`config.mk`:
```
export PLATFORM = sky130hd
export DESIGN_NAME = rfga_ctrl
export DESIGN_NICKNAME = d
export VERILOG_FILES = /design/src/rtl/rfga_pkg.sv /design/src/rtl/rfga_ctrl.sv
export SDC_FILE = /design/constraint.sdc
export NUM_CORES = 1
export LEC_CHECK = 0
export BUFFER_PORTS_ARGS = -buffer_cell sky130_fd_sc_hd__clkbuf_2
export CAP_MARGIN = 15
export CORE_UTILIZATION = 43
export DETAILED_ROUTE_END_ITERATION = 16
export GPL_TIMING_DRIVEN = 0
export PLACE_DENSITY = 0.66
export SYNTH_ARGS = -nofsm -noshare
export SYNTH_HDL_FRONTEND = slang
export SYNTH_SLANG_ARGS = --single-unit
```
`constraint.sdc`:
```
create_clock -name clk_i -period 2.61 [get_ports clk_i]
set_clock_uncertainty 0.15 [all_clocks]
set_input_delay 0.3915 -clock clk_i [delete_from_list [all_inputs] [get_ports clk_i]]
set_output_delay 0.3915 -clock clk_i [all_outputs]
set_load 0.005 [all_outputs]
```
`src/rtl/rfga_pkg.sv`:
```
// Package for the radial falloff grid accumulate unit.
// Holds register indexes, widths, the controller state type and the command/status structs.
// No dependencies.
package rfga_pkg;

  localparam int unsigned GridDimDefault = 4096;
  localparam int unsigned CountW = 25;
  localparam int unsigned IndexW = 3;

  localparam logic [IndexW-1:0] RegCenterX   = 3'd0;
  localparam logic [IndexW-1:0] RegCenterY   = 3'd1;
  localparam logic [IndexW-1:0] RegInnerRad  = 3'd2;
  localparam logic [IndexW-1:0] RegOuterRad  = 3'd3;
  localparam logic [IndexW-1:0] RegInnerVal  = 3'd4;
  localparam logic [IndexW-1:0] RegOuterVal  = 3'd5;
  localparam logic [IndexW-1:0] RegOuterIncl = 3'd6;

  // Root: 42-bit radicand gives 21 result bits. Divide: 54-bit quotient.
  localparam int unsigned SqrtSteps = 21;
  localparam int unsigned DivSteps  = 54;

  typedef enum logic [2:0] {
    StIdle, StDist, StSqrt, StMul, StDiv, StSum, StOut
  } rfga_state_e;

  typedef struct packed {
    logic load;       // capture the request and start the distance
    logic sqrt_init;
    logic sqrt_step;
    logic mul;
    logic div_init;
    logic div_step;
    logic sum;        // form the final value and update the count
  } rfga_cmd_t;

  typedef struct packed {
    logic need_interp; // cell lies between the radii
  } rfga_stat_t;

endpackage

```
`src/rtl/rfga_ctrl.sv`:
```
// Controller state machine of the radial falloff grid accumulate unit.
// Depends on rfga_pkg; drives commands into rfga_datapath.
module rfga_ctrl (
  input  logic                clk_i,
  input  logic                rst_ni,
  input  logic                in_valid_i,
  output logic                in_ready_o,
  input  logic                out_ready_i,
  output logic                out_valid_o,
  input  rfga_pkg::rfga_stat_t stat_i,
  output rfga_pkg::rfga_cmd_t  cmd_o
);
  import rfga_pkg::*;

  rfga_state_e state_q, state_d;
  logic [5:0] cnt_q, cnt_d;

  // Next state.
  always_comb begin
    state_d = state_q;
    cnt_d   = cnt_q;
    case (state_q)
      StIdle: if (in_valid_i) state_d = StDist;
      StDist: begin
        if (stat_i.need_interp) begin
          state_d = StSqrt;
          cnt_d   = '0;
        end else begin
          state_d = StSum;
        end
      end
      StSqrt: begin
        cnt_d = cnt_q + 6'd1;
        if (cnt_q == 6'(SqrtSteps - 1)) state_d = StMul;
      end
      StMul: begin
        state_d = StDiv;
        cnt_d   = '0;
      end
      StDiv: begin
        cnt_d = cnt_q + 6'd1;
        if (cnt_q == 6'(DivSteps - 1)) state_d = StSum;
      end
      StSum: state_d = StOut;
      StOut: if (out_ready_i) state_d = StIdle;
      default: state_d = StIdle;
    endcase
  end

  // Outputs.
  always_comb begin
    cmd_o = '0;
    in_ready_o  = (state_q == StIdle);
    out_valid_o = (state_q == StOut);
    case (state_q)
      StIdle: cmd_o.load = in_valid_i;
      StDist: cmd_o.sqrt_init = stat_i.need_interp;
      StSqrt: cmd_o.sqrt_step = 1'b1;
      StMul:  cmd_o.mul = 1'b1;
      StDiv:  begin
        cmd_o.div_step = 1'b1;
        cmd_o.div_init = (cnt_q == '0);
      end
      StSum:  cmd_o.sum = 1'b1;
      default: ;
    endcase
  end

  always_ff @(posedge clk_i or negedge rst_ni) begin
    if (!rst_ni) begin
      state_q <= StIdle;
      cnt_q   <= '0;
    end else begin
      state_q <= state_d;
      cnt_q   <= cnt_d;
    end
  end

endmodule

```
* Yosys cells after proc, flatten, opt, wreduce, memory -nomap -nowiden *
Cells that the tools add are included.

word-level totals
  bits in registers = 9
  word-level logic and storage cells = 36
  bits of input ports = 5

cells by class
  multiplexer cells = 14
  eq/ne operators = 13
  reduce and logical (&&, ||, !) cells = 6
  add/sub/neg operators = 1

operators by type and width
  kind                 number
  $pmux 3 s7           1
  $pmux 6 s3           1
  $mux 3               5
  $ne 2x2->1 const B   5
  $eq 3x3->1 const B   3
  $add 6x1->6 const B  1
  $eq 3x2->1 const B   2
  $eq 6x5->1 const B   1
  $eq 6x6->1 const B   1
  $logic_not 6->1      1
  $mux 6               1
  $mux 1               5
  $reduce_and 4->1     1
  $eq 3x1->1 const B   1
  $logic_not 3->1      1
  $reduce_bool 3->1    1
  $mux 2               1
  $reduce_and 2->1     1
  $reduce_or 2->1      1

* Longest topological paths before layout *
Gate-level depths: netlist (run 1).

  depth after elaboration = 4
  mapped depth = 6
  gate-level depth less buffers = 6

* Worst setup path before layout (run 1) *
Ideal clock, no wire load.

  path kind = register -> register
  from = reg cnt_q[0]
  to = reg state_q[1]
  data required time = 2333 ps
  data arrival time = 1559 ps
  setup slack = 774 ps
  period minus slack after synthesis = 1836 ps
  stages on the path, launching flop included = 6
  library setup time = 127 ps
  path through = dfrtp_1 > ha_1 > and3_1 > a2111oi_0 > a211oi_1 > mux2_1

between the ends
  word-level cells in the longest chain between the ends = 3
  elaborated cells between the ends (all ways) = 5
  classes of those cells = eq/ne: 4; reduce/logical: 1

ends and longest elaborated chain
  element                                          line                              source
  start: declaration                               rfga_ctrl.sv:16                   logic [5:0] cnt_q, cnt_d;
  start signal: assignment                         rfga_ctrl.sv:75                   cnt_q <= cnt_d;
  $eq 6x6->1 / $eq 6x5->1 (equally long branches)  rfga_ctrl.sv:42, rfga_ctrl.sv:34
  $ne 2x2->1 (no line)                             n/a
  $reduce_and 4->1 (no line) *                     n/a
  end signal: assignment                           rfga_ctrl.sv:71                   state_q <= StIdle;
  end signal: assignment                           rfga_ctrl.sv:74                   state_q <= state_d;
  end: declaration                                 rfga_ctrl.sv:15                   rfga_state_e state_q, state_d;

Every way passes the cells marked *; elsewhere a longest branch is shown, timed or not.
A chain may end at the register's enable or synchronous reset.

==> results of run 1 <==
critical path: stages, from the launching register on:
cell and delay (ns):
dfrtp_1 0.45, inv_1 0.09, ha_1 0.15, or4b_1 0.44
nor3_1 0.14, clkbuf_2 0.14
cells in the mapped netlist:
master     count  area share
nand3_1        2       0.015
clkbuf_1       2       0.011
buf_6          1       0.017
or3_1          2       0.019
a22oi_1        2       0.022
mux2i_1        1       0.015
mux2_1         2       0.033
a2111oi_0      1       0.013
nor3_1         2       0.015
o22ai_1        2       0.019
buf_2          1      0.0074
nor2b_1        2       0.019
a221oi_1       1       0.013
nand2_1        1      0.0056
xor2_1         1       0.013
o21a_2         1       0.013
and3_1         4       0.037
o21ai_1        3       0.022
and2_1         2       0.019
or3b_4         1       0.017
ha_1           3       0.056
nor2_1         6       0.033
a21boi_0       1       0.011
a31oi_1        1      0.0093
o21ai_0        4       0.030
or4b_1         1       0.015
o32ai_1        2       0.026
a211oi_1       2       0.022
dfrtp_1        9        0.33
a21oi_1        6       0.045
inv_1          8       0.045
nor3b_1        2       0.022
nand2b_1       1      0.0093
final cells by class:
type / count / area [µm²] / area share
Timing Repair Buffer: 14 / 75.07 / 0.09449
Sequential cell: 9 / 225.2 / 0.2835
Tap cell: 15 / 18.77 / 0.02362
Clock buffer: 4 / 26.28 / 0.03307
Inverter: 8 / 30.03 / 0.03780
Multi-Input combinational cell: 59 / 395.4 / 0.4976
Buffer: 4 / 23.77 / 0.02992
state kept, by name (all words and copies together), names as in the netlist:
name     flops
cnt_q        6
state_q      3
repair_timing:
action / 4_1_cts / 5_1_grt
setup endpoints to repair: 0 / 0
hold endpoints to repair: 9 / 0
hold buffers: 1 / 0
resized for setup: 0 / 0
final timing paths:
path	startpoint	to	slack [ns]	cells after the start
max	cnt_q[0]	cmd_o[2]	0.41	5
min	rst_ni	state_q[0]	0.36	2
max reg2reg	cnt_q[0]	state_q[1]	0.59	5
min reg2reg	cnt_q[0]	cnt_q[0]	0.45	1
max in group asynchronous	rst_ni	cnt_q[2]	1.74	2
min in group clk_i	cnt_q[0]	cnt_q[0]	0.45	1
cells in the final DEF (no fill, tap or decap), types with 3 or more instances in the layout:
cell and n:
clkbuf_2 13, a21oi_1 6, dfrtp_1 9, inv_1 8, nor2_1 6, and3_1 4
o21ai_0 4, o21ai_1 3, clkbuf_1 3, ha_1 3, clkbuf_4 3
per-stage QoR:
step                      power, mW  instances  utilization
after global routing          1.045        113       0.5747
after floorplan              0.6831         80            -
after CTS                    0.9465        113       0.5747
after global placement       0.8292        108       0.5484
final                        0.9429        113       0.5747
after detailed placement     0.8326        108       0.5484
cell families (layout without fill, tap and decap cells):
| kind of cell | after synthesis | in the layout |
|---|---|---|
| DFF | 9 | 9 |
| muxes | 3 | 3 |
| AOI/OAI and AO/OA | 26 | 26 |
| xor gates and xnor gates | 1 | 1 |
| and+or+nand+nor | 26 | 26 |
| adders and majority gates | 3 | 3 |
| buffers and inverters | 12 | 30 |
routing by layer:
metal,vias to the layer above,track usage
met4,0,0.08387
met3,4,0.06957
met2,14,0.2563
li1,328,-
met1,283,0.2740
met5,-,0
power by group through the flow:
stage / registers (mW) / clock network, mW / logic (mW)
2_1_floorplan: 0.253 / 0 / 0.430
3_3_place_gp: 0.272 / 0 / 0.557
3_5_place_dp: 0.271 / 0 / 0.561
4_1_cts: 0.269 / 0.113 / 0.564
5_1_grt: 0.282 / 0.122 / 0.641
6_report: 0.271 / 0.110 / 0.562
==> flow_summary.ini, run 1 <==
[routing]
dr_wl_met3_um = 50
top_layer_used = met4
num_vias = 629
wl_um = 1432
drc = 0
drt_iter0_markers = 7
avgRoutedWirePerCell_um = 12.67
ant_nets = 0
wl_met2_um = 584
dr.pass1.iters = 2
wl_met1_um = 768
vias_per_cell = 5.566

[logic_synthesis]
synth_fa_ha_area_frac = 0.05566
synthDistinctLibCells = 33
synthXorXnorAreaFrac = 0.01299
synth-simple-area-share = 0.2245
syn_avg_cell_area_um2 = 8.430
syn_nets = 88
syn_area_um2 = 674.4
synth_cells = 80
synth_top_family_by_area = compound AO/OA/AOI/OAI gates
yosysSeqAreaShare = 0.3340
ys_ff_latch = 9
ys_warn_count = 0
synthMuxAreaShare = 0.04824
synth_compound_area_frac = 0.2449

[die]
die_w_um = 41.60
core_area_mm2 = 0.001383
io_pins = 14
initial_utilization = 0.4878
die_h_um = 41.60
dieArea_mm2 = 0.001731
fp-row-count = 13

[layout]
syn2layout_area_growth_pct = 17.81
fin_area_um2 = 794.5
n_antenna_cell = 0
fillCellCount = 130
drive_above_1_share = 0.2041
nNetsFinal = 107

[power_and_ir_drop]
ir_drop_uv = 705.6
pwr-share-comb = 0.596
p_seq_frac = 0.287
clock_power_share = 0.117
p_int_mw = 0.5150
p_switching_mw = 0.4280
leakage_nw = 0.3816
sw_frac_of_total = 0.4539
power_density_mw_per_mm2 = 1187

[timing]
setup_violations = 0
max_freq_mhz = 455.5
rsz0062_at_grt = false
slew_headroom = 0.7173
timing_hold_violations_final = 0
timing.final.crit_share = 0.8412
layout_setup_ws_ns = 0.4146
holdWs_ns = 0.3625
min_period_ns = 2.195
worst_pin_slew_ns = 0.4215
tns_ns = 0
drv_slew = 0

[clocking]
cts_setup_buffers = 0
clock_path_buffers = 2
path_clk_slew_ns = 0.07
clk_latency_ns = 0.26
root_buffer = clkbuf_4
h-tree-depth = 1
cts_made_buffers = 3
cts_tree = done
cts_num_sinks = 9

[place]
routabilityCongestion = 0.7855
dpl_cell_area_um2 = 758.2
post-dp-hpwl_um = 1071
numPortBuffers = 13
pre_cts_slack_ns = 0.6334

[global_routing]
grt_usage = 0.1918
antenna_found_initial = 0
grt_start_max_net_pins = 11
grt_pass1_wl_um = 2497
grt_pass1_vias = 556
overflow = 0

[worst_setup_path]
worstPathRequired_ns = 2.07
cp-start-kind = flip-flop
critical_path.max_fanout = 7
cp-end-kind = output port
crit_type = flip-flop to output port
arrival_ns = 1.65

[run]
maxCapViolCount = 0

[outcome]
outcome = complete, no violations

[hold_path]
hp-class = input pin to asynchronous set/reset pin
(Power assumes the default switching activity.)
==> run 2, diff against run 1 <==
--- a/config.mk
+++ b/config.mk
@@ -5,6 +5,7 @@
 export SDC_FILE = /design/constraint.sdc
 export NUM_CORES = 1
 export LEC_CHECK = 0
+export ABC_AREA = 1
 export BUFFER_PORTS_ARGS = -buffer_cell sky130_fd_sc_hd__clkbuf_2
 export CAP_MARGIN = 15
 export CORE_UTILIZATION = 43
==> constraint.sdc (replaced) <==
create_clock -name clk_i -period 2.06 [get_ports clk_i]
set_clock_uncertainty 0.15 [all_clocks]
set_input_delay 0.309 -clock clk_i [delete_from_list [all_inputs] [get_ports clk_i]]
set_output_delay 0.309 -clock clk_i [all_outputs]
set_load 0.005 [all_outputs]
==> run 2 against run 1 <==
- die area rose by 2.1%
- cell area grew 2.0%
- clock-buffer cell count is the same
- register-to-register slack lost 0.06 ns
- wire length grew 5.8%
- global-route usage down 0.93 points
- first-iteration DRC count rose to 4.0 times the previous value
- critical path depth down 1
- flip-flop and latch count did not move
- synthesized cell count up 31%
- synthesized area is 2.2% higher
- critical path type unchanged
- critical endpoint unchanged
- largest power group unchanged
==> flow_summary.ini, run 2 <==
[place]
post-dp-hpwl_um = 1157
numPortBuffers = 13
routabilityCongestion = 0.8151
pre_cts_slack_ns = 0.3745

[logic_synthesis]
synth_area_leaders = dfrtp_1, nand2_1, nand3_1
synthDistinctLibCells = 21
syn_avg_cell_area_um2 = 6.566
yosysTopAreaCellShare = 0.3267
yosysSeqAreaShare = 0.3267
yosysMostFrequentCell = nand2_1
synthArstFlopShare = 1.000
ys_warn_count = 0
syn_area_um2 = 689.4
yosys-top-cells-count = nand2_1, inv_1, nand3_1, nor2_1, dfrtp_1
synth_flop_cell = dfrtp_1
yosys.area.top_type = dfrtp_1
synth-edff-count = 0
synth_cells = 105
ys_ff_latch = 9
syn_nets = 113

[die]
fp-row-count = 14
io_pins = 14
initial_utilization = 0.4576
dieArea_mm2 = 0.001767
core_area_mm2 = 0.001506
die_w_um = 42.04
die_h_um = 42.04

[power_and_ir_drop]
power_density_mw_per_mm2 = 1363
p_switching_mw = 0.5440
leakage_nw = 0.4735
p_seq_frac = 0.287
sw_frac_of_total = 0.4921
p_int_mw = 0.5614
pwr-share-comb = 0.592
clock_power_share = 0.121
ir_drop_uv = 534.5

[global_routing]
grt_start_max_net_pins = 10
grt_usage = 0.1825
grt_pass1_wl_um = 2470
antenna_found_initial = 0
overflow = 0
grt_pass1_vias = 582

[worst_setup_path]
path_buf_inv = 1
crit_path_cell_trace = nor2_1 -> nand2_2 -> nor3_1 -> clkbuf_2
cp-end-kind = output port
cp_top_family = simple AND/OR/NAND/NOR gates
worstPathRequired_ns = 1.60
slowest_stage = dfrtp_1
rr_worst_depth = 4
max_stage_delay_ns = 0.45
reg2reg_to = cnt_q[5]
arrival_ns = 1.50
critical_path.max_fanout = 7
r2r_start = state_q[1]
crit_type = flip-flop to output port
cp-start-kind = flip-flop
setup.worst_path.start = state_q[1]
r2r_slack_ns = 0.53

[clocking]
clock_path_buffers = 2
root_buffer = clkbuf_4
clk_latency_ns = 0.26
cts_num_sinks = 9
cts_made_buffers = 3
cts_setup_buffers = 0
path_clk_slew_ns = 0.06
h-tree-depth = 1
cts_tree = done

[routing]
avgRoutedWirePerCell_um = 10.90
num_vias = 688
dr.pass1.iters = 5
drc = 0
wl_um = 1515
ant_nets = 0
drt_iter0_markers = 28
vias_per_cell = 4.950

[timing]
timing_hold_violations_final = 0
rsz0062_at_grt = false
layout_setup_ws_ns = 0.1038
worst_pin_slew_ns = 0.2633
min_period_ns = 1.956
slew_headroom = 0.8238
setup_violations = 0
max_freq_mhz = 511.2
tns_ns = 0
timing.final.crit_share = 0.9496
drv_slew = 0

[layout]
largest-register = cnt_q
post-route-util = 0.5382
final_cell_mix = nand2_1, inv_1, nand3_1
n_antenna_cell = 0
nNetsFinal = 132
syn2layout_area_growth_pct = 17.60
drive_above_1_share = 0.2114
fillCellCount = 154
final_common_cell = nand2_1
largest_registers = cnt_q (6), state_q (3)
largest_reg_flops = 6

[run]
maxCapViolCount = 0

[hold_path]
hp-class = input pin to asynchronous set/reset pin

[outcome]
outcome = complete, no violations
==> run 2: cell types whose count changed in the layout (fill, tap and decap cells not counted), sizes merged, moves of 4 or more <==
| cell | delta |
|---|---|
| nand2 | +29 |
| nand3 | +13 |
| inv | +10 |
| nor2 | +8 |
| a21oi | -5 |
| and3 | -4 |
==> run 2: logic make-up (layout without fill, tap and decap cells) <==
group / count (synthesis) / count (layout) / share of synthesized area
xor gates and xnor gates: 1 / 1 / 0.01271
buffers and inverters: 20 / 38 / 0.1288
AOI/OAI and AO/OA: 10 / 10 / 0.07622
DFF: 9 / 9 / 0.3267
and+or+nand+nor: 62 / 62 / 0.4011
adders and majority gates: 3 / 3 / 0.05445
==> run 2: through the flow <==
stage / cells / hold slack [ns] / area (µm²) / power, mW
2_1_floorplan: 105 / -0.1366 / 689.4 / 0.7893
3_3_place_gp: 134 / 0.02644 / 774.5 / 0.9556
3_5_place_dp: 134 / 0.02795 / 774.5 / 0.9631
4_1_cts: 139 / 0.2851 / 810.8 / 1.109
5_1_grt: 139 / 0.3067 / 810.8 / 1.218
6_report: 139 / 0.2818 / 810.8 / 1.105
==> run 2: timing repair <==
action,in CTS,in global routing
hold buffers,1,0
resized for setup,0,0
hold endpoints to repair,9,0
endpoints found under the setup margin,0,0
==> run 2: area by class of cell <==
cell class	count	area, µm²	share of cell area
plain buffers	2	16.27	0.02006
repair buffers	14	75.07	0.09259
well taps	16	20.02	0.02469
multi-input cells	76	375.4	0.4630
flip-flops and latches	9	225.2	0.2778
inverters	18	72.57	0.08951
clock buffers	4	26.28	0.03241
==> run 2: layer usage <==
layer / track usage / wire, µm / vias up / part of all wire
met5: 0 / 0 / - / 0
met4: 0.06250 / 15 / 0 / 0.0099
met3: 0.05603 / 71 / 4 / 0.047
met2: 0.2844 / 654 / 17 / 0.43
met1: 0.2411 / 772 / 304 / 0.51
li1: - / - / 363 / -
==> run 2: worst max-delay path by stage <==
| stage | slack, ns | depth (start not counted) | to |
|---|---|---|---|
| after floorplan | 0.62 | 3 | cmd_o[2] |
| after global placement | 0.38 | 4 | cmd_o[2] |
| after detailed placement | 0.37 | 4 | cmd_o[2] |
| after CTS | 0.1 | 4 | cmd_o[2] |
| after global routing | 0.003 | 4 | cmd_o[2] |
| final | 0.10 | 4 | cmd_o[2] |
==> run 2: power groups by stage <==
stage | registers (mW) | logic, mW | clock network, mW
final | 0.317 | 0.655 | 0.133
after CTS | 0.317 | 0.652 | 0.140
after floorplan | 0.302 | 0.487 | 0
after global placement | 0.318 | 0.637 | 0
after detailed placement | 0.319 | 0.644 | 0
after global routing | 0.327 | 0.743 | 0.148
==> run 3, diff against run 2 <==
--- a/config.mk
+++ b/config.mk
@@ -10,8 +10,8 @@
 export CAP_MARGIN = 15
 export CORE_UTILIZATION = 43
 export DETAILED_ROUTE_END_ITERATION = 16
-export GPL_TIMING_DRIVEN = 0
 export PLACE_DENSITY = 0.66
+export SKIP_LAST_GASP = 1
 export SYNTH_ARGS = -nofsm -noshare
 export SYNTH_HDL_FRONTEND = slang
 export SYNTH_SLANG_ARGS = --single-unit
==> run 3 against run 2 <==
- total power shrank 2.1%
- clock-buffer cell count unchanged
- hold slack improved by 0.0054 ns
- via count unchanged
- sequential power rose by 9.8%
- cell count shrank 1.4%
- sequential share of layout area is 0.57 points higher
==> flow_summary.ini, run 3 (same netlist as run 2, synthesis figures left out) <==
[clocking]
cts_num_sinks = 9
cts_made_buffers = 3
h-tree-depth = 1
clk_latency_ns = 0.26
cts_tree = done
clock_path_buffers = 2
root_buffer = clkbuf_4
path_clk_slew_ns = 0.06

[power_and_ir_drop]
sw_frac_of_total = 0.4992
p_int_mw = 0.5420
p_seq_frac = 0.322
ir_drop_uv = 630.7
pwr-share-comb = 0.553
leakage_nw = 0.4619
power_density_mw_per_mm2 = 1362
clock_power_share = 0.126
p_switching_mw = 0.5404
finalPower_mw = 1.082

[global_routing]
overflow = 0
grt_pass1_vias = 596
antenna_found_initial = 0
grt_start_max_net_pins = 10
grt_pass1_wl_um = 2553
grt_usage = 0.1895

[die]
core_area_mm2 = 0.001506
die_w_um = 42.04
fp-row-count = 14
die_h_um = 42.04
io_pins = 14
dieArea_mm2 = 0.001767
initial_utilization = 0.4576

[hold_path]
hp-class = input pin to asynchronous set/reset pin

[timing]
max_freq_mhz = 524.4
setup_violations = 0
min_period_ns = 1.907
drv_slew = 0
timing.final.crit_share = 0.9258
worst_pin_slew_ns = 0.3575
tns_ns = 0
holdWs_ns = 0.2872
rsz0062_at_grt = false
layout_setup_ws_ns = 0.1529
timing_hold_violations_final = 0
slew_headroom = 0.7617

[layout]
post-route-util = 0.5274
n_antenna_cell = 0
largest_registers = cnt_q (6), state_q (3)
layoutNonFillerInstCount = 137
largest_reg_flops = 6
drive_above_1_share = 0.1983
final_common_cell = nand2_1
fin_area_um2 = 794.5
final_cell_mix = nand2_1, inv_1, nand3_1
largest-register = cnt_q
nNetsFinal = 130
syn2layout_area_growth_pct = 15.25

[place]
pre_cts_slack_ns = 0.4307
numPortBuffers = 13
post-place-cells = 132
post-dp-hpwl_um = 1154
dpl_cell_area_um2 = 758.2
routabilityCongestion = 0.9033

[worst_setup_path]
cp_top_family = simple AND/OR/NAND/NOR gates
rr_worst_depth = 8
r2r_slack_ns = 0.50
max_stage_delay_ns = 0.43
setup.worst_path.start = state_q[1]
r2r_start = state_q[2]
reg2reg_to = state_q[1]
crit_path_cell_trace = nor2_1 -> nand2_2 -> nor3_1 -> clkbuf_2
path_buf_inv = 1
cp-start-kind = flip-flop
critical_path.max_fanout = 7
crit_type = flip-flop to output port
arrival_ns = 1.45
worstPathRequired_ns = 1.60
cp-end-kind = output port
slowest_stage = dfrtp_1

[run]
maxCapViolCount = 0

[routing]
num_vias = 688
ant_nets = 0
dr.pass1.iters = 4
avgRoutedWirePerCell_um = 10.55
drc = 0
vias_per_cell = 5.022
wl_um = 1446
drt_iter0_markers = 18

[outcome]
outcome = complete, no violations
## run 3: area by class of cell
type / count / area (µm²)
Tap cell: 16 / 20.02
Inverter: 18 / 72.57
Timing Repair Buffer: 14 / 75.07
Multi-Input combinational cell: 76 / 375.4
Sequential cell: 9 / 225.2
Clock buffer: 4 / 26.28
Fill cell: 153 / 711.9
## run 3: layer usage
layer	routed length [µm]	GRT usage	share of wire
met4	14	0.03750	0.0097
met3	76	0.07759	0.053
met2	667	0.3031	0.46
met1	687	0.2432	0.48
met5	0	0	0
## run 3: worst max-delay path by stage
stage | cells after the start | to | slack (ns)
6_report | 4 | cmd_o[2] | 0.15
2_1_floorplan | 3 | cmd_o[2] | 0.62
3_3_place_gp | 4 | cmd_o[2] | 0.45
5_1_grt | 4 | cmd_o[2] | 0.03
4_1_cts | 4 | cmd_o[2] | 0.14
3_5_place_dp | 4 | cmd_o[2] | 0.43
## run 3: what timing repair did
| action | 4_1_cts | 5_1_grt |
|---|---|---|
| hold buffers | 1 | 0 |
| setup buffers | 0 | 0 |
| hold endpoints to repair | 9 | 0 |
| resized for setup | 0 | 0 |
## run 3: worst register-to-register path: cells and delay by family (launching register included)
family	cells	cell delay, ns
AND/OR/NAND/NOR	6	0.62
flip-flops	1	0.50
buffers and inverters	2	0.19
## run 3: power by group through the flow
stage	registers (mW)	clock network [mW]	logic, mW
after CTS	0.347	0.143	0.600
after floorplan	0.302	0	0.487
after global routing	0.363	0.152	0.682
after detailed placement	0.350	0	0.592
after global placement	0.349	0	0.586
final	0.348	0.136	0.598
